`src/rtl/core/rref_pkg.sv`:
```
// Package for the request/reply envelope filter: result kinds, command codes,
// reply phases, register indexes and the result record type. No dependencies.
package rref_pkg;

	localparam int NUM_CHANNELS = 8;
	localparam int ID_BYTES     = 4;

	typedef enum logic [2:0] {
		K_ERR     = 3'd0,
		K_ID      = 3'd1,
		K_DELIM   = 3'd2,
		K_FWD     = 3'd3,
		K_ABANDON = 3'd4,
		K_DELIVER = 3'd5,
		K_DISCARD = 3'd6,
		K_DONE    = 3'd7
	} kind_t;

	typedef enum logic [1:0] {
		CMD_SEND   = 2'd0,
		CMD_ARRIVE = 2'd1,
		CMD_TERM   = 2'd2
	} cmd_t;

	typedef enum logic [1:0] {
		PH_START = 2'd0,
		PH_DELIM = 2'd1,
		PH_BODY  = 2'd2,
		PH_SKIP  = 2'd3
	} phase_t;

	localparam logic [1:0] REG_CORRELATE = 2'd0;
	localparam logic [1:0] REG_STRICT    = 2'd1;
	localparam logic [1:0] REG_SEED      = 2'd2;

	typedef struct packed {
		kind_t       kind;
		logic [2:0]  ch;
		logic        more;
		logic [31:0] id;
	} res_t;

	function automatic res_t mk_res(kind_t k, logic [2:0] c, logic m, logic [31:0] v);
		res_t r;
		r.kind = k;
		r.ch   = c;
		r.more = m;
		r.id   = v;
		return r;
	endfunction

endpackage

```
`src/rtl/core/request_reply_envelope_filter.sv`:
```
// Request/reply envelope filter: sequences sends and arrivals, holds up to
// four results per item in a small result buffer. Depends on rref_pkg.
//
//   channel  handshake            payload
//   in       in_valid/in_ready    cmd, frame_more, frame_size, first_word, channel
//   out      out_valid/out_ready  kind, out_channel, out_more, id_value, last
//   cfg      APB psel/penable     paddr, pwdata, prdata (pready tied high)
//
// An item is decoded in the cycle it is accepted; its one to four results are
// loaded into the result buffer and leave one per cycle while out_ready is high,
// so an item holds the output until all of its results (1 to 4) have been taken.
// A new item is taken while the last pending result is being taken.
// Reset clears the envelope state and loads the counter from the seed (0).
module request_reply_envelope_filter (
	input  logic        clk,
	input  logic        arst_n,
	input  logic        in_valid,
	output logic        in_ready,
	input  logic [1:0]  cmd,
	input  logic        frame_more,
	input  logic [15:0] frame_size,
	input  logic [31:0] first_word,
	input  logic [2:0]  channel,
	output logic        out_valid,
	input  logic        out_ready,
	output logic [2:0]  kind,
	output logic [2:0]  out_channel,
	output logic        out_more,
	output logic [31:0] id_value,
	output logic        last,
	input  logic        psel,
	input  logic        penable,
	input  logic        pwrite,
	input  logic [3:0]  paddr,
	input  logic [31:0] pwdata,
	output logic [31:0] prdata,
	output logic        pready
);
	import rref_pkg::*;

	logic        corr_q, strict_q;
	logic [31:0] seed_q, counter_q;
	logic        await_q, start_q, rcv_q;
	phase_t      phase_q;
	logic [2:0]  rch_q;

	logic        await_d, start_d, rcv_d;
	phase_t      phase_d;
	logic [2:0]  rch_d;
	logic [31:0] counter_d;

	res_t        buf_q [4];
	logic [2:0]  cnt_q;
	res_t        slot [4];
	logic [2:0]  n_res;

	logic in_fire, out_fire, cfg_wr;
	logic ch_ok, s_err, s_start, a_disc, env_ok;

	assign pready   = 1'b1;
	assign cfg_wr   = psel && penable && pwrite;
	assign out_valid = (cnt_q != 3'd0);
	assign in_ready  = (cnt_q == 3'd0) || ((cnt_q == 3'd1) && out_ready);
	assign in_fire   = in_valid && in_ready;
	assign out_fire  = out_valid && out_ready;

	assign kind        = buf_q[0].kind;
	assign out_channel = buf_q[0].ch;
	assign out_more    = buf_q[0].more;
	assign id_value    = buf_q[0].id;
	assign last        = (cnt_q == 3'd1);

	always_comb begin
		unique case (paddr[3:2])
			REG_CORRELATE: prdata = {31'd0, corr_q};
			REG_STRICT:    prdata = {31'd0, strict_q};
			REG_SEED:      prdata = seed_q;
			default:       prdata = 32'd0;
		endcase
	end

	// decode
	assign ch_ok   = (32'(channel) < NUM_CHANNELS);
	assign s_err   = !ch_ok || (await_q && strict_q);
	assign s_start = !s_err && (await_q || start_q);
	assign a_disc  = !await_q || !ch_ok || (rcv_q && (channel != rch_q));
	assign env_ok  = (phase_q == PH_START && corr_q)
		? (frame_more && frame_size == 16'(ID_BYTES) && first_word == counter_q)
		: (frame_more && frame_size == 16'd0);

	// next state
	always_comb begin
		await_d   = await_q;
		start_d   = start_q;
		rcv_d     = rcv_q;
		phase_d   = phase_q;
		rch_d     = rch_q;
		counter_d = counter_q;
		unique case (cmd)
			CMD_SEND: begin
				if (!s_err) begin
					if (s_start) begin
						await_d   = 1'b0;
						start_d   = 1'b0;
						rcv_d     = 1'b1;
						rch_d     = channel;
						counter_d = counter_q + 32'(corr_q);
					end
					if (!frame_more) begin
						await_d = 1'b1;
						start_d = 1'b1;
						phase_d = PH_START;
					end
				end
			end
			CMD_ARRIVE: begin
				if (!a_disc) begin
					unique case (phase_q)
						PH_START, PH_DELIM: begin
							if (env_ok)
								phase_d = (phase_q == PH_START && corr_q) ? PH_DELIM : PH_BODY;
							else
								phase_d = frame_more ? PH_SKIP : PH_START;
						end
						PH_BODY: begin
							if (!frame_more) begin
								await_d = 1'b0;
								start_d = 1'b1;
								phase_d = PH_START;
							end
						end
						PH_SKIP: begin
							if (!frame_more)
								phase_d = PH_START;
						end
						default: phase_d = phase_q;
					endcase
				end
			end
			CMD_TERM: begin
				if (rcv_q && rch_q == channel)
					rcv_d = 1'b0;
			end
			default: rcv_d = rcv_q;
		endcase
	end

	// results
	always_comb begin
		for (int i = 0; i < 4; i++)
			slot[i] = mk_res(K_ERR, 3'd0, 1'b0, 32'd0);
		n_res = 3'd0;
		unique case (cmd)
			CMD_SEND: begin
				if (s_err) begin
					slot[0] = mk_res(K_ERR, channel, 1'b0, 32'd0);
					n_res   = 3'd1;
				end else begin
					if (await_q && rcv_q) begin
						slot[n_res[1:0]] = mk_res(K_ABANDON, rch_q, 1'b0, 32'd0);
						n_res = n_res + 3'd1;
					end
					if (s_start && corr_q) begin
						slot[n_res[1:0]] = mk_res(K_ID, channel, 1'b1, counter_q + 32'd1);
						n_res = n_res + 3'd1;
					end
					if (s_start) begin
						slot[n_res[1:0]] = mk_res(K_DELIM, channel, 1'b1, 32'd0);
						n_res = n_res + 3'd1;
					end
					slot[n_res[1:0]] = mk_res(K_FWD, (!s_start && rcv_q) ? rch_q : channel,
						frame_more, 32'd0);
					n_res = n_res + 3'd1;
				end
			end
			CMD_ARRIVE: begin
				n_res = 3'd1;
				if (a_disc)
					slot[0] = mk_res(K_DISCARD, channel, 1'b0, 32'd0);
				else if (phase_q == PH_BODY)
					slot[0] = mk_res(K_DELIVER, channel, frame_more, 32'd0);
				else if (phase_q == PH_SKIP || !env_ok)
					slot[0] = mk_res(K_DISCARD, channel, 1'b0, 32'd0);
				else
					slot[0] = mk_res(K_DONE, channel, 1'b0, 32'd0);
			end
			CMD_TERM: begin
				slot[0] = mk_res(K_DONE, channel, 1'b0, 32'd0);
				n_res   = 3'd1;
			end
			default: begin
				slot[0] = mk_res(K_ERR, channel, 1'b0, 32'd0);
				n_res   = 3'd1;
			end
		endcase
	end

	always_ff @(posedge clk or negedge arst_n) begin
		if (!arst_n) begin
			corr_q    <= 1'b0;
			strict_q  <= 1'b1;
			seed_q    <= 32'd0;
			counter_q <= 32'd0;
			await_q   <= 1'b0;
			start_q   <= 1'b1;
			rcv_q     <= 1'b0;
			phase_q   <= PH_START;
			rch_q     <= 3'd0;
			cnt_q     <= 3'd0;
		end else begin
			if (in_fire) begin
				await_q   <= await_d;
				start_q   <= start_d;
				rcv_q     <= rcv_d;
				phase_q   <= phase_d;
				rch_q     <= rch_d;
				counter_q <= counter_d;
				cnt_q     <= n_res;
			end else if (out_fire) begin
				cnt_q <= cnt_q - 3'd1;
			end
			if (cfg_wr) begin
				unique case (paddr[3:2])
					REG_CORRELATE: corr_q <= pwdata[0];
					REG_STRICT:    strict_q <= pwdata[0];
					REG_SEED: begin
						seed_q    <= pwdata;
						counter_q <= pwdata;
					end
					default: ;
				endcase
			end
		end
	end

	// load or shift the result buffer
	always_ff @(posedge clk) begin
		if (in_fire) begin
			for (int i = 0; i < 4; i++)
				buf_q[i] <= slot[i];
		end else if (out_fire) begin
			for (int i = 0; i < 3; i++)
				buf_q[i] <= buf_q[i + 1];
		end
	end

`ifndef ASSERT_OFF
	a_load: assert property (@(posedge clk) disable iff (!arst_n)
		in_fire |=> (cnt_q >= 3'd1 && cnt_q <= 3'd4))
		else $error("accepted item left no result");
	a_strict: assert property (@(posedge clk) disable iff (!arst_n)
		(in_fire && cmd == CMD_SEND && await_q && strict_q) |=>
		(kind == K_ERR && cnt_q == 3'd1))
		else $error("strict send while awaiting not refused");
	a_id: assert property (@(posedge clk) disable iff (!arst_n)
		(out_valid && kind == K_ID) |-> corr_q)
		else $error("id frame without correlation");
	a_bound: assert property (@(posedge clk) disable iff (!arst_n)
		cnt_q <= 3'd4)
		else $error("result count overflow");
`endif

endmodule

```
`config.mk`:
```
export PLATFORM = sky130hd
export DESIGN_NAME = request_reply_envelope_filter
export DESIGN_NICKNAME = d
export VERILOG_FILES = /design/src/rtl/core/rref_pkg.sv /design/src/rtl/core/request_reply_envelope_filter.sv
export SDC_FILE = /design/constraint.sdc
export NUM_CORES = 1
export LEC_CHECK = 0
export BUFFER_PORTS_ARGS = -buffer_cell sky130_fd_sc_hd__buf_2
export CORE_MARGIN = 2
export CORE_UTILIZATION = 45
export DETAILED_ROUTE_END_ITERATION = 10
export GPL_TIMING_DRIVEN = 1
export PLACE_DENSITY = 0.76
export SETUP_SLACK_MARGIN = 0.1
export SLEW_MARGIN = 20
export SYNTH_ARGS = -nofsm -noshare
export SYNTH_HDL_FRONTEND = slang
export SYNTH_SLANG_ARGS = --single-unit
```
`constraint.sdc`:
```
create_clock -name clk -period 6.57 [get_ports clk]
set_clock_uncertainty 0.15 [all_clocks]
set_input_delay 0 -clock clk [delete_from_list [all_inputs] [get_ports clk]]
set_output_delay 0 -clock clk [all_outputs]
set_load 0.01 [all_outputs]
```
==> metrics.txt <==
root buf cell clkbuf_16; CTS tree done; Longest Clk Path Bufs 2; Post-Syn Area 9009 µm²; pin count of the biggest net entering global routing 81; Peak supply drop 0.1802 mV; CP Launch Type flip-flop; initial antenna violation count 0; Leak 4.780 nW; antenna-violating nets left 0; largest family of logic cells by synthesized area simple AND/OR/NAND/NOR gates; buffers and inverters on the worst path 4; Post-CTS Hold Fix Bufs 63; simple-gate area share of the yosys netlist 22.17%; die height 145.5 µm; total CTS buffers 17; vias per cell 5.357; status completed; sequential cell area fraction in the yosys report 51.08%; Placed Cells 1305; post-layout min period 3.755 ns; cell area after layout 11270 µm²; Slew headroom 33.44%; Port Buf Inserts 168; vias in the first global route 7288; Final WS setup 2.815 ns; worst hold path type input port to flip-flop; CORE AREA 19530 µm²; # IOs 172; DP Area 9971 µm²; dpl hpwl 16.83 mm; Fmax achieved 0.2663 GHz; Post-CTS Setup Inserts 0; crit-path most repeated cell inv_1; detailed-route via count 7516; RSZ-0062 raised after global routing false; Worst-Margin Slew 0.9983 ns; GPL Wtd Cong 0.9200; Synth Flop Type edfxtp_1; Area Growth Syn to Fin 25.07%; row cnt 51; number of enable flip-flop cells after synthesis 89; post-DR wirelength/cell 17.49 µm; Synth Area in Compound Gates 9.181%; worst slack at placement 2.837 ns; die width 145.5 µm; CTS resizes 0; CP Class flip-flop to flip-flop; clk slew on worst S/H paths 0.07 ns; M1 WL 11.20 mm; CTS sink cnt 166; WHS Path Cells 3; fin util 57.70%; 1st-iter DRT viols 719; Adder-Cell Fraction of Synth Area 2.861%; Hold Vio Cnt, Final 0; Crit path largest cell delay 0.58 ns; Worst-Skew Late Latency 0.43 ns; Slew Limit Fails 0; Starting Density 46.14%; share of post-route cells with drive strength above 1 20.84%; Crit path depth 12; synthesized area per cell 9.718 µm²; setup TNS 0 ns; Fin Hold WS 0.04767 ns; post-layout power 3.485 mW; metal3 WL 1.677 mm; Tcrit/Tclk final 57.15%; Distinct cells, synth 67; Synth Area in XOR/XNOR 9.236%; Crit path max-delay family adder cells; uppermost routed layer met4; Syn Inst Count 927; CP arrival 3.91 ns; maxcap violations 0; warnings from Yosys 0; FF+latch count, synth 166; Nets 1241; PD cells 309.3 nW/µm²; Critical Path RT 6.72 ns; Worst R2R Path Depth 12; die area 21170 µm²; gr usage total 23.30%; slowest stage cell, crit path fa_1; Worst Setup End Kind flip-flop; synthesized net count 1044; mux cell area share after synthesis 1.792%; total gr overflow 0; Fillers 1695; asr flop ratio synth 46.39%; met2 wirelength from detailed routing 10.92 mm; CP cell instances and2_1 > nor2_2 > inv_1 > fa_1 > inv_1 > ha_1 > inv_1 > ha_1 > a21oi_1 > a21o_1 > a21oi_1 > dlygate4sd3_1; H-tree lvl count 4; DR DRC count 0; Final setup viols 0; final cell count without fillers 1403; first-pass GRT wire length 39.12 mm; DRT Pass-1 Iters 5; CP Max Fanout 9; final WL 24.55 mm
==> placed cells by master (no fill, tap or decap), drive strengths merged, types with 23 or more instances in the layout <==
cell and n:
and2 37, buf 175, dfrtp 75, dlygate4sd3 64, edfxtp 89, inv 23
nand2 190, nor2 69, o21ai 88, xnor2 59, xor2 36
==> per-layer routing <==
metal | global-route usage (%) | up-vias
met4 | 9.853 | 0
li1 | - | 3584
met3 | 4.796 | 43
met2 | 34.19 | 313
met5 | 0 | -
met1 | 33.67 | 3576
==> Yosys cell counts, drive strengths merged, types with 5 or more instances <==
library cell / count / area share, %
nand3: 22 / 1.4
dfrtp: 75 / 21
nor2: 69 / 2.9
xor2: 36 / 3.5
buf: 21 / 1.3
mux2i: 6 / 0.67
nand2b: 6 / 0.42
ha: 19 / 2.6
nor2b: 5 / 0.35
xnor2: 59 / 5.7
and2: 37 / 2.6
nand2: 190 / 7.9
a22oi: 7 / 0.58
mux2: 9 / 1.1
nor3: 22 / 1.3
and4: 5 / 0.50
o21ai: 88 / 5.0
edfxtp: 89 / 30
clkbuf: 40 / 1.7
a21oi: 21 / 1.2
inv: 15 / 0.62
nand4: 21 / 1.5
nor4: 14 / 1.5
==> state kept, by name (all words and copies together), names as in the netlist <==
register,flops
start_q,1
phase_q,2
rch_q,3
buf_q,89
cnt_q,3
strict_q,1
corr_q,1
await_q,1
rcv_q,1
counter_q,32
seed_q,32
==> where the power goes <==
group	internal [mW]	total [mW]	switching (mW)
Sequential	1.34	1.54	0.202
Combinational	0.384	0.894	0.510
Clock	0.602	1.05	0.444
Total	2.33	3.48	1.16
==> logic make-up (layout without fill, tap and decap cells) <==
family,count (synthesis),in the layout
simple gates,410,410
flops,166,166
compound gates,143,143
xor+xnor,95,95
buf+inv,77,287
fa+ha+maj,20,20
mux,15,15
other cells,1,2
==> tightest hold or removal path, stage by stage <==
cell and delay [ns]:
buf_2 0.11, ha_1 0.26, nor3_1 0.08
==> final cells by class <==
class                   count  area [µm²]  share of cell area (%)
well taps                 265       331.6                   2.943
repair buffers            239        1556                   13.81
clock buffers              21       503.0                   4.464
flip-flops and latches    166        4602                   40.84
diodes                      1       2.502                 0.02221
clock inverters            11       122.6                   1.088
inverters                  16       60.06                  0.5330
multi-input cells         684        4089                   36.29
==> worst paths after layout <==
kind,startpoint,to,slack (ns)
setup reg to reg,await_q,cnt_q[2],2.82
min in group asynchronous,arst_n,counter_q[14],0.41
max in group asynchronous,arst_n,start_q,5.20
setup / recovery,await_q,cnt_q[2],2.82
hold / removal,cmd[1],buf_q[0][38],0.05
hold reg to reg,seed_q[20],seed_q[20],0.33
No activity file was read; power rests on OpenSTA's default activity.
